$ cat src/rtl/core/tlf_pkg.sv
// shared types and constants for the text line folder
package tlf_pkg;
	localparam logic [7:0] CH_NL    = 8'd10;
	localparam logic [7:0] CH_TAB   = 8'd9;
	localparam logic [7:0] CH_CR    = 8'd13;
	localparam logic [7:0] CH_SPACE = 8'd32;
	localparam logic [7:0] CH_HYPH  = 8'd45;
	localparam logic [7:0] CH_COMMA = 8'd44;
	localparam logic [7:0] CH_SEMI  = 8'd59;

	localparam logic [1:0] REG_WIDTH = 2'd0;
	localparam logic [1:0] REG_BYTES = 2'd1;
	localparam logic [1:0] REG_WORDS = 2'd2;

	// classified item passed from front to back
	typedef struct packed {
		logic       flush;
		logic       newline;
		logic [7:0] data;
	} tlf_item_t;

	typedef struct packed {
		logic [7:0] data;
		logic       last;
	} tlf_res_t;

	function automatic logic is_brk(input logic [7:0] b);
		return (b == CH_SPACE) || (b == CH_TAB) || (b == CH_HYPH) ||
			(b == CH_COMMA) || (b == CH_SEMI);
	endfunction
endpackage

$ cat src/rtl/core/tlf_ram.sv
// generic single write port ram with registered read
module tlf_ram #(
	parameter int WIDTH = 8,
	parameter int DEPTH = 62
) (
	input  logic                     clk,
	input  logic                     we,
	input  logic [$clog2(DEPTH)-1:0] waddr,
	input  logic [WIDTH-1:0]         wdata,
	input  logic [$clog2(DEPTH)-1:0] raddr,
	output logic [WIDTH-1:0]         rdata
);
	logic [WIDTH-1:0] mem [DEPTH];

	always_ff @(posedge clk) begin
		if (we) begin
			mem[waddr] <= wdata;
		end
		rdata <= mem[raddr];
	end
endmodule

$ cat src/rtl/core/tlf_front.sv
// front end: accepts items, classifies them and queues them for the back end
module tlf_front import tlf_pkg::*; (
	input  logic      clk,
	input  logic      arst_n,
	input  logic      push,
	output logic      full,
	input  logic      action,
	input  logic [7:0] in_byte,
	output logic      item_vld,
	output tlf_item_t item,
	input  logic      item_take
);
	// two entry queue
	tlf_item_t  buf_q [2];
	logic [1:0] cnt_q;
	logic       rd_q;
	logic       wr_q;
	tlf_item_t  new_item;
	logic       do_push;
	logic       do_pop;

	assign full     = cnt_q == 2'd2;
	assign do_push  = push && !full;
	assign do_pop   = item_take && item_vld;
	assign item_vld = cnt_q != 2'd0;
	assign item     = buf_q[rd_q];

	always_comb begin
		new_item.flush   = action;
		new_item.newline = !action && (in_byte == CH_NL);
		new_item.data    = in_byte;
	end

	always_ff @(posedge clk) begin
		if (do_push) begin
			buf_q[wr_q] <= new_item;
		end
	end

	always_ff @(posedge clk or negedge arst_n) begin
		if (!arst_n) begin
			cnt_q <= '0;
			rd_q  <= 1'b0;
			wr_q  <= 1'b0;
		end else begin
			if (do_push) begin
				wr_q <= !wr_q;
			end
			if (do_pop) begin
				rd_q <= !rd_q;
			end
			cnt_q <= cnt_q + {1'b0, do_push} - {1'b0, do_pop};
		end
	end
endmodule

$ cat src/rtl/core/tlf_back.sv
// back end: line store, break decisions, line emission and remainder compaction
module tlf_back import tlf_pkg::*; #(
	parameter int LINE_CAP = 62,
	parameter int TAB_STOP = 8
) (
	input  logic      clk,
	input  logic      arst_n,
	input  logic [5:0] line_width,
	input  logic      count_bytes,
	input  logic      break_at_words,
	input  logic      item_vld,
	input  tlf_item_t item,
	output logic      item_take,
	output logic      res_vld,
	output tlf_res_t  res,
	input  logic      res_take
);
	localparam int AW = $clog2(LINE_CAP);

	typedef enum logic [7:0] {
		ST_IDLE = 8'b00000001,
		ST_DEC  = 8'b00000010,
		ST_EMIT = 8'b00000100,
		ST_NL   = 8'b00001000,
		ST_SKIP = 8'b00010000,
		ST_MOVE = 8'b00100000,
		ST_MEAS = 8'b01000000,
		ST_WNL  = 8'b10000000
	} st_t;

	st_t        st_q;
	tlf_item_t  cur_q;
	logic [5:0] fill_q;
	logic [6:0] col_q;
	logic       bv_q;
	logic [5:0] bi_q;
	logic [5:0] idx_q;     // read pointer
	logic [5:0] lim_q;     // emit length / move length
	logic [5:0] dst_q;
	logic       rdv_q;     // ram read data valid (data of idx_q-1 in emit, move and measure)
	logic       word_q;    // current emission is a word break
	logic       done_q;    // after emission, item finished (no append)
	logic       obuf_vld_q;
	tlf_res_t   obuf_q;

	logic           we;
	logic [AW-1:0]  waddr;
	logic [7:0]     wdata;
	logic [AW-1:0]  raddr;
	logic [7:0]     rdata;

	tlf_ram #(.WIDTH(8), .DEPTH(LINE_CAP)) u_ram (
		.clk(clk), .we(we), .waddr(waddr), .wdata(wdata),
		.raddr(raddr), .rdata(rdata)
	);

	function automatic logic [6:0] meas(input logic [7:0] b, input logic [6:0] col);
		logic [6:0] m;
		m = col % 7'(TAB_STOP);
		if (count_bytes) return 7'd1;
		if (b == CH_TAB) return 7'(TAB_STOP) - m;
		if (b == CH_CR) return 7'd0;
		return 7'd1;
	endfunction

	logic       out_free;
	logic       obuf_set;
	logic [6:0] w_cur;
	logic [7:0] need;
	logic       too_wide;
	logic [5:0] k_word;

	assign out_free = !obuf_vld_q || res_take;
	assign obuf_set = out_free && ((st_q == ST_EMIT && rdv_q) || st_q == ST_NL ||
		st_q == ST_WNL);
	assign res_vld  = obuf_vld_q;
	assign res      = obuf_q;
	assign w_cur    = meas(cur_q.data, col_q);
	assign need     = {1'b0, col_q} + {1'b0, w_cur};
	assign too_wide = (need > {2'b0, line_width}) && (fill_q != 6'd0);
	assign k_word   = ((bi_q + 6'd1) > fill_q) ? fill_q : bi_q + 6'd1;
	assign item_take = (st_q == ST_IDLE) && item_vld;

	always_comb begin
		we    = 1'b0;
		waddr = fill_q[AW-1:0];
		wdata = cur_q.data;
		raddr = idx_q[AW-1:0];
		if (st_q == ST_DEC && !too_wide && fill_q < 6'(LINE_CAP)) begin
			we = 1'b1;
		end
		if (st_q == ST_MOVE && rdv_q) begin
			we    = 1'b1;
			waddr = dst_q[AW-1:0];
			wdata = rdata;
		end
	end

	always_ff @(posedge clk) begin
		if (item_take) begin
			cur_q <= item;
		end
	end

	always_ff @(posedge clk or negedge arst_n) begin
		if (!arst_n) begin
			st_q       <= ST_IDLE;
			fill_q     <= '0;
			col_q      <= '0;
			bv_q       <= 1'b0;
			bi_q       <= '0;
			idx_q      <= '0;
			lim_q      <= '0;
			dst_q      <= '0;
			rdv_q      <= 1'b0;
			word_q     <= 1'b0;
			done_q     <= 1'b0;
			obuf_vld_q <= 1'b0;
			obuf_q     <= '0;
		end else begin
			if (obuf_set) begin
				obuf_vld_q <= 1'b1;
			end else if (res_take) begin
				obuf_vld_q <= 1'b0;
			end
			unique case (st_q)
				ST_IDLE: begin
					if (item_take) begin
						idx_q <= '0;
						rdv_q <= 1'b0;
						if (item.flush) begin
							if (fill_q != 6'd0) begin
								lim_q  <= fill_q;
								word_q <= 1'b0;
								done_q <= 1'b1;
								st_q   <= ST_EMIT;
							end
						end else if (item.newline) begin
							lim_q  <= fill_q;
							word_q <= 1'b0;
							done_q <= 1'b1;
							st_q   <= ST_EMIT;
						end else begin
							st_q <= ST_DEC;
						end
					end
				end
				ST_DEC: begin
					idx_q <= '0;
					rdv_q <= 1'b0;
					if (too_wide && break_at_words && bv_q) begin
						lim_q  <= k_word;
						word_q <= 1'b1;
						done_q <= 1'b0;
						st_q   <= ST_EMIT;
					end else if (too_wide || fill_q >= 6'(LINE_CAP)) begin
						lim_q  <= fill_q;
						word_q <= 1'b0;
						done_q <= 1'b0;
						st_q   <= ST_EMIT;
					end else begin
						if (break_at_words && is_brk(cur_q.data)) begin
							bv_q <= 1'b1;
							bi_q <= fill_q;
						end
						fill_q <= fill_q + 6'd1;
						col_q  <= need[6:0];
						st_q   <= ST_IDLE;
					end
				end
				ST_EMIT: begin
					// read idx, present idx-1 next cycle
					if (rdv_q) begin
						if (out_free) begin
							obuf_q <= '{data: rdata, last: 1'b0};
							if (idx_q == lim_q) begin
								rdv_q <= 1'b0;
								st_q  <= word_q ? ST_SKIP : ST_NL;
							end else begin
								idx_q <= idx_q + 6'd1;
							end
						end else begin
							// hold: re-read same address
							idx_q <= idx_q - 6'd1;
							rdv_q <= 1'b0;
						end
					end else if (idx_q == lim_q) begin
						st_q <= word_q ? ST_SKIP : ST_NL;
					end else begin
						idx_q <= idx_q + 6'd1;
						rdv_q <= 1'b1;
					end
				end
				ST_NL: begin
					// hard or forced break: this newline always ends the item's output
					if (out_free) begin
						obuf_q <= '{data: CH_NL, last: 1'b1};
						bv_q   <= 1'b0;
						bi_q   <= '0;
						col_q  <= '0;
						fill_q <= '0;
						st_q   <= done_q ? ST_IDLE : ST_DEC;
					end
				end
				ST_SKIP: begin
					// idx_q addresses candidate; data arrives next cycle
					if (idx_q == fill_q) begin
						fill_q <= '0;
						col_q  <= '0;
						st_q   <= ST_WNL;
					end else if (!rdv_q) begin
						rdv_q <= 1'b1;
					end else if (rdata == CH_SPACE) begin
						idx_q <= idx_q + 6'd1;
						rdv_q <= 1'b0;
					end else begin
						rdv_q <= 1'b0;
						lim_q <= fill_q - idx_q;
						dst_q <= '0;
						st_q  <= ST_MOVE;
					end
				end
				ST_MOVE: begin
					if (rdv_q) begin
						dst_q <= dst_q + 6'd1;
					end
					if (dst_q + (rdv_q ? 6'd1 : 6'd0) == lim_q) begin
						fill_q <= lim_q;
						idx_q  <= '0;
						rdv_q  <= 1'b0;
						col_q  <= '0;
						st_q   <= ST_MEAS;
					end else begin
						idx_q <= idx_q + 6'd1;
						rdv_q <= 1'b1;
					end
				end
				ST_MEAS: begin
					if (rdv_q) begin
						col_q <= col_q + meas(rdata, col_q);
					end
					if (idx_q == fill_q) begin
						rdv_q <= 1'b0;
						st_q  <= ST_WNL;
					end else begin
						idx_q <= idx_q + 6'd1;
						rdv_q <= 1'b1;
					end
				end
				ST_WNL: begin
					// word break newline goes out once the remainder is measured (or found empty),
					// it is the item's final result unless the byte still does not fit and another break follows
					if (out_free) begin
						obuf_q <= '{data: CH_NL, last: !too_wide};
						bv_q   <= 1'b0;
						bi_q   <= '0;
						st_q   <= ST_DEC;
					end
				end
				default: st_q <= ST_IDLE;
			endcase
		end
	end
endmodule

$ cat src/rtl/core/text_line_folder_top.sv
// top level of the text line folder
//
// channel | direction | handshake      | payload
// input   | in        | push / full    | action, in_byte
// result  | out       | pop / empty    | out_byte, last
// config  | in        | cfg_we         | cfg_index, cfg_wdata
//
// a plain byte passes through the front queue, then the back end takes it and
// decides and appends it; a hard break emits the n held bytes, then a newline.
// a word break emits k bytes, drops the spaces after them, finds the first kept
// byte, moves and re-measures the r remainder bytes and then emits the newline,
// all through the line store's read and write ports. reset is asynchronous and
// clears control state; the line store is not cleared. a waiting result stalls
// the back end; the front queue fills after two items.
module text_line_folder_top import tlf_pkg::*; #(
	parameter int LINE_CAP = 62,
	parameter int TAB_STOP = 8
) (
	input  logic       clk,
	input  logic       arst_n,
	input  logic       push,
	output logic       full,
	input  logic       action,
	input  logic [7:0] in_byte,
	output logic       empty,
	input  logic       pop,
	output logic [7:0] out_byte,
	output logic       last,
	input  logic       cfg_we,
	input  logic [1:0] cfg_index,
	input  logic [5:0] cfg_wdata
);
	logic [5:0] line_width_q;
	logic       count_bytes_q;
	logic       break_at_words_q;
	logic       item_vld;
	logic       item_take;
	tlf_item_t  item;
	logic       res_vld;
	tlf_res_t   res;

	// configuration registers
	always_ff @(posedge clk or negedge arst_n) begin
		if (!arst_n) begin
			line_width_q     <= 6'd62;
			count_bytes_q    <= 1'b0;
			break_at_words_q <= 1'b0;
		end else if (cfg_we) begin
			case (cfg_index)
				REG_WIDTH: line_width_q     <= cfg_wdata;
				REG_BYTES: count_bytes_q    <= cfg_wdata[0];
				REG_WORDS: break_at_words_q <= cfg_wdata[0];
				default: ;
			endcase
		end
	end

	// front queue decouples intake from the line walker
	tlf_front u_front (
		.clk(clk), .arst_n(arst_n), .push(push), .full(full),
		.action(action), .in_byte(in_byte),
		.item_vld(item_vld), .item(item), .item_take(item_take)
	);

	tlf_back #(.LINE_CAP(LINE_CAP), .TAB_STOP(TAB_STOP)) u_back (
		.clk(clk), .arst_n(arst_n),
		.line_width(line_width_q), .count_bytes(count_bytes_q),
		.break_at_words(break_at_words_q),
		.item_vld(item_vld), .item(item), .item_take(item_take),
		.res_vld(res_vld), .res(res), .res_take(pop)
	);

	assign empty    = !res_vld;
	assign out_byte = res.data;
	assign last     = res.last;
endmodule
$ cat config.mk
export PLATFORM = sky130hd
export DESIGN_NAME = text_line_folder_top
export DESIGN_NICKNAME = d
export VERILOG_FILES = /design/src/rtl/core/tlf_pkg.sv /design/src/rtl/core/tlf_ram.sv /design/src/rtl/core/tlf_front.sv /design/src/rtl/core/tlf_back.sv /design/src/rtl/core/text_line_folder_top.sv
export SDC_FILE = /design/constraint.sdc
export NUM_CORES = 1
export LEC_CHECK = 0
export BUFFER_PORTS_ARGS = -buffer_cell sky130_fd_sc_hd__buf_2
export CAP_MARGIN = 20
export CORE_MARGIN = 10
export CORE_UTILIZATION = 33
export CTS_BUF_LIST = sky130_fd_sc_hd__clkbuf_4
export CTS_CLUSTER_SIZE = 28
export DETAILED_ROUTE_END_ITERATION = 6
export PLACE_DENSITY = 0.52
export SLEW_MARGIN = 20
export SYNTH_ARGS = -nofsm -noshare
export SYNTH_HDL_FRONTEND = slang
export SYNTH_HIERARCHICAL = 1
export SYNTH_SLANG_ARGS = --single-unit
$ cat constraint.sdc
create_clock -name clk -period 7.95 [get_ports clk]
set_input_delay 1.59 -clock clk [delete_from_list [all_inputs] [get_ports clk]]
set_output_delay 1.59 -clock clk [all_outputs]
set_load 0.005 [all_outputs]
After elaboration in Yosys (flattened, before gate mapping)
Memories as Yosys holds them, arrays and structs flattened. A register that Yosys moved wholly into a read port is not among the register bits. Cells that the tools add are included.

Register bits after elaboration: 79. RAM bits: 516. Bits of input ports: 22. Output and inout bits: 11. Logic and storage cells: 276. Memories kept: 2.

Memory list: u_back.u_ram.mem (words 62, bits a word 8, rd ports 1, clocked after Yosys merged registers in 1, write ports 1, line tlf_ram.sv:13) `logic [WIDTH-1:0] mem [DEPTH];`; u_front.buf_q (words 2, bits a word 10, rd ports 1, clocked after Yosys merged registers in 0, write ports 1, line tlf_front.sv:14) `tlf_item_t buf_q [2];`.

Add/sub/neg operators: 12. Magnitude comparators: 4. Eq/ne operators: 49. Mux-type cells: 135. Reduce and logical (&&, ||, !) cells: 53.

Operator list (number): $mux W6 (32); $mux W7 (19); $mux W8 (15); $pmux W8 S8 (1); $mux W1 (49); $eq A8 B4 Y1 const B (6); $eq A8 B6 Y1 const B (6); $mux W9 (4); $pmux W6 S6 (1); $pmux W7 S5 (1); $pmux W9 S3 (1); $add A6 B1 Y6 const B (4); $pmux W6 S2 (2); $pmux W6 S4 (1); $ne A2 B1 Y1 const B (11); $reduce_and A5 Y1 (4); $eq A6 B6 Y1 (3); $pmux W6 S3 (1); $ne A2 B2 Y1 const B (8); $logic_and A1 B1 Y1 (13); $reduce_and A6 Y1 (2); $reduce_bool A6 Y1 (2); $reduce_bool A2 Y1 (5); $ne A3 B3 Y1 const B (3); 39 further kinds (59).

Depth between registers and ports, before layout
Word-level depth: 18. Mapped depth: 21. Gate-level depth less buffers: 21.

Modules after synthesis
Netlist, hierarchy kept.

Modules (own cells, without submodules): tlf_ram (instances 1, cells an instance 931, area each 19608.8 um^2, seq. area each 15054.4 um^2); tlf_back (instances 1, cells an instance 603, area each 5335.1 um^2, seq. area each 1717.9 um^2); tlf_front (instances 1, cells an instance 52, area each 949.7 um^2, seq. area each 700.7 um^2); text_line_folder_top (instances 1, cells an instance 20, area each 334.1 um^2, seq. area each 206.4 um^2).

Least setup slack after synthesis
Ideal clock, no wire load.

Path type: reg-to-reg. Start point: register u_back.st_q[1]. End point: memory u_back.u_ram.mem[0][2], data pin. Library setup time: 0.687 ns. Arrival time: 4.156 ns. Required time: 7.263 ns. Path slack: 3.107 ns. Stages on the path, launching flop included: 7. Path buffers: 2. Period minus slack after synthesis: 4.843 ns. Cells stage by stage: dfrtp_1 nor4_4 and4b_1 buf_2 nand2_1 clkbuf_1 o21ai_0.

Longest elaborated chain between the ends: 3.

RTL lines: start: declaration (line tlf_back.sv:31) `st_t st_q;`; start signal: assignment (line tlf_back.sv:178) `st_q <= word_q ? ST_SKIP : ST_NL;`; start signal: assignment (line tlf_back.sv:188) `st_q <= word_q ? ST_SKIP : ST_NL;`; start signal: assignment (line tlf_back.sv:202) `st_q <= done_q ? ST_IDLE : ST_DEC;`; $eq A8 B6 Y1 (line tlf_back.sv:92) `if (st_q == ST_MOVE && rdv_q) begin`; $logic_and A1 B1 Y1 (line tlf_back.sv:92); $mux W8 (line tlf_back.sv:92); net u_back.wdata[2] (line tlf_back.sv:48) `logic [7:0] wdata;`; end: declaration (line tlf_ram.sv:13).

The timed path passes the listed nets, and every way through them passes these cells.

Final worst setup path
Start point: register u_back/cur_q[4] in the netlist's numbering. End point: memory u_back.u_ram.mem[32][4] (enable).

Longest elaborated chain between the ends: 17. Elaborated cells on any way between the ends: 22. Those cells by class: 1 x add/sub; 1 x order compare; 2 x eq/ne; 14 x mux; 4 x reduce/logical.

RTL lines: start: declaration (line tlf_back.sv:32) `tlf_item_t cur_q;`; start signal: assignment (line tlf_back.sv:101) `cur_q <= item;`; $eq A8 B4 Y1 (line tlf_back.sv:62) `if (b == CH_CR) return 7'd0;`; $mux W1 (2 in a row) (line tlf_back.sv:62); $mux W1 (line tlf_back.sv:61) `if (b == CH_TAB) return 7'(TAB_STOP) - m;`; $mux W7 (line tlf_back.sv:63) `return 7'd1;`; $mux W7 * (line tlf_back.sv:62); $mux W7 * (line tlf_back.sv:61); $add A7 B7 Y8 * (line tlf_back.sv:79) `assign need = {1'b0, col_q} + {1'b0, w_cur};`; $gt A8 B6 Y1 * (line tlf_back.sv:80) `assign too_wide = (need > {2'b0, line_width}) && (fill_q != 6'd0);`; $logic_and A1 B1 Y1 * (line tlf_back.sv:80); $logic_not A1 Y1 * (line tlf_back.sv:89) `if (st_q == ST_DEC && !too_wide && fill_q < 6'(LINE_CAP)) begin`; $logic_and A1 B1 Y1 * (2 in a row) (line tlf_back.sv:89); $mux W1 * (line tlf_back.sv:89); $mux W1 * (line tlf_back.sv:92); net u_back.we (line tlf_back.sv:46) `logic we;`; $mux W1 * (line tlf_ram.sv:16) `if (we) begin`; $mux W1 (not written as such) * (line tlf_ram.sv:17) `mem[waddr] <= wdata;`.

The timed path passes the listed nets; every way through them passes the cells marked *. The select of a mux whose other input is x is not followed.

==> results.json <==
{
  "status": "finished clean",
  "maxCapViolCount": 0,
  "p_seq_share_pct": 47.6,
  "synth_edf_count": 524,
  "grt_pass1_wl_um": 102800,
  "hold_viol": 0,
  "crit_path_end_kind": "flop",
  "worstMarginPinSlew_ns": 1.027,
  "grt_setup_unrepaired": "false",
  "crit_required_ns": 8.49,
  "final_layout_size_suffix_gt1_share_pct": 24.96,
  "placed_cells": 2624,
  "power_frac_comb_pct": 20.7,
  "drc": 0,
  "syn_area_sq_um": 26230,
  "ios": 33,
  "clkTransAtPathRegs_ns": 0.06,
  "critPathLaunch": "u_back/cur_q[4]",
  "hold_buffers": 0,
  "die_area_sq_um": 91150,
  "ys_warn_count": 6,
  "cts_buffers": 158,
  "die_x_um": 301.9,
  "max_slew_margin_pct": 31.00,
  "hold_ws_ns": 0.4898,
  "antenna_found_initial": 2,
  "drt_first_pass_iters": 5,
  "synth-seq-cells": 603,
  "nNetsFinal": 1796,
  "final_cells": 2914,
  "grt_pass1_vias": 15945,
  "dp_hpwl_um": 42650,
  "grtUsageTotal_pct": 15.15,
  "synth-seq-area-share_pct": 67.41,
  "cp.arrival_ns": 6.61,
  "p_int_uw": 6117,
  "setup_tns_ns": 0,
  "fmax_ghz": 0.1647,
  "synthFlopType": "edfxtp_1",
  "clockBufferDepth": 3,
  "drt_iter0_markers": 1441,
  "setup_ws_ns": 1.877,
  "final_cell_mix": "edfxtp_1, clkbuf_4, nor2_1",
  "cts_resized": 0,
  "gp_congestion": 0.8287,
  "vdd_drop_max_mv": 0.4270,
  "power_leakage_uw": 0.009890,
  "synthArstFlopShare_pct": 11.77,
  "areaGrowthSynthToFinish_pct": 12.84,
  "insertion_delay_ns": 1.00,
  "cp-start-kind": "flop",
  "num_vias": 15347,
  "placementRows": 103,
  "pwr_density_cell_nw_per_um2": 300.6,
  "postSynthAreaPerCell_sq_um": 16.33,
  "ctsHtreeMaxLevel": 4,
  "total_power_uw": 8897,
  "routedWlPerCell_um": 23.59,
  "grt-ovfl-total": 0,
  "grt_max_degree": 72,
  "hp-class": "reg -> reg",
  "setup_viol_count_final": 0,
  "worst-setup-path-type": "reg -> reg",
  "die_y_um": 301.9,
  "mostFrequentLayoutCell": "edfxtp_1",
  "pwr-share-clk_pct": 31.7,
  "reg2reg_slack_ns": 1.88,
  "period_needed_ns": 6.073,
  "fillers": 7418,
  "p_switching_uw": 2781,
  "postRouteAntennaNets": 0,
  "synthCells": 1606,
  "dp_slack_ns": 1.993,
  "root_buffer": "clkbuf_4",
  "r2r-start": "u_back/cur_q[4]",
  "syn_nets": 1668,
  "finalClockSkew_ns": 0.08824,
  "path_max_fanout": 9,
  "port_buffers": 32,
  "post_cts_buffers": 0,
  "min_period_over_period_pct": 76.39,
  "viasPerCell": 5.267,
  "coreArea_sq_um": 78870,
  "wirelength_um": 68740,
  "cts_tree": "built",
  "initial_core_util_pct": 33.25,
  "clock-sinks": 603,
  "slew_viol_final": 0,
  "worstSetupEndpoint": "u_back/u_ram/mem[32][4]",
  "r2r_cells": 18,
  "swShare_pct": 31.25,
  "rr_endpoint": "u_back/u_ram/mem[32][4]",
  "ys_types": 91
}
==> cells in the mapped netlist (9+ instances only) <==
cell type	instances	area, sq um
nor2_1	115	431.7
nand4_1	12	75.07
xor2_1	13	113.9
clkbuf_1	34	127.6
xnor2_1	18	157.7
mux4_1	17	446.7
a22oi_1	30	225.2
dfrtp_1	65	1627
or3_1	9	56.30
nand2_1	73	274.0
nand3b_1	9	67.56
inv_1	39	146.4
o21ai_0	44	220.2
nor4_1	9	56.30
mux2i_1	41	410.4
ha_1	37	462.9
mux2_2	34	382.9
buf_2	30	150.1
nand3_1	57	285.3
and3_1	14	87.58
a21o_1	10	75.07
a22o_1	22	192.7
a21oi_1	36	180.2
nor2b_1	18	112.6
mux4_2	97	2185
nor3_1	20	100.1
edfxtp_1	524	15740
==> state kept, by name, indices dropped and copies added, names as in the netlist, 2 cells and up <==
| signal | flops |
|---|---|
| u_back/col_q | 7 |
| u_back/cur_q | 8 |
| line_width_q | 6 |
| u_front/buf_q | 20 |
| u_back/lim_q | 6 |
| u_back/idx_q | 6 |
| u_back/st_q | 8 |
| u_back/fill_q | 6 |
| u_back/res | 9 |
| u_back/bi_q | 6 |
| u_front/cnt_q | 2 |
| u_back/u_ram/rdata | 8 |
| u_back/u_ram/mem | 496 |
| u_back/dst_q | 6 |
==> per-stage QoR <==
step / utilization, % / cell area [sq um]
floorplan: - / 26230
global placement: 34.79 / 27440
detailed placement: 34.79 / 27440
CTS: 37.51 / 29580
global route: 37.52 / 29590
finish: 37.52 / 29590
==> metal layers <==
layer | track usage [%] | vias up | share of wire (%)
li1 | - | 6764 | -
met1 | 19.96 | 7815 | 43
met2 | 23.69 | 663 | 47
met3 | 4.189 | 105 | 7.7
met4 | 5.624 | 0 | 2.5
met5 | 0 | - | 0
==> worst max-delay path, stage by stage (launching register included) <==
cell,delay [ns]
edfxtp_1,0.44
nor4_1,0.32
nand4b_1,0.19
or3_1,0.43
fa_1,0.46
nor2b_1,0.17
o21ai_0,0.11
nand2b_1,0.12
xor2_1,0.21
ha_1,0.28
o21a_1,0.17
o22ai_1,0.13
a21oi_1,0.09
o2bb2ai_2,0.43
o211ai_1,0.24
nand2_1,0.34
nand3b_1,0.26
or3_1,0.46
nor3_1,0.79
==> cell families after synthesis <==
family	count (synthesis)	synth area share, %
DFF	603	67.41
and+or+nand+nor	390	7.895
AOI/OAI and AO/OA	227	6.154
muxes	192	13.19
buffers and inverters	123	2.328
adders and majority gates	40	1.994
xor gates and xnor gates	31	1.035
==> worst min path at each step <==
stage                       start        endpoint  cells after the start
detailed placement  u_back/word_q  u_back/st_q[3]                      1
global route        u_back/res[1]   u_back/res[1]                      1
floorplan           u_back/word_q  u_back/st_q[3]                      1
CTS                 u_back/word_q  u_back/st_q[3]                      1
global placement    u_back/res[0]   u_back/res[0]                      2
finish              u_back/res[0]   u_back/res[0]                      2
==> power groups by stage <==
| stage | logic [uW] | registers [uW] | clock network, uW |
|---|---|---|---|
| after detailed placement | 1860 | 4300 | 0 |
| final | 1840 | 4230 | 2820 |
| after floorplan | 1170 | 4190 | 0 |
| after global routing | 2000 | 4250 | 3110 |
| after global placement | 1850 | 4290 | 0 |
| after CTS | 1860 | 4230 | 2930 |
==> final cells by class <==
| cell class | instances | area (sq um) | area share (%) |
|---|---|---|---|
| clock inverters | 75 | 541.8 | 1.831 |
| multi-input cells | 880 | 7983 | 26.97 |
| diodes | 1 | 2.502 | 0.008456 |
| well taps | 1050 | 1314 | 4.439 |
| flip-flops and latches | 603 | 17690 | 59.77 |
| repair buffers | 52 | 312.8 | 1.057 |
| inverters | 39 | 146.4 | 0.4947 |
| clock buffers | 214 | 1607 | 5.428 |
No activity file was read; power rests on OpenSTA's default activity.
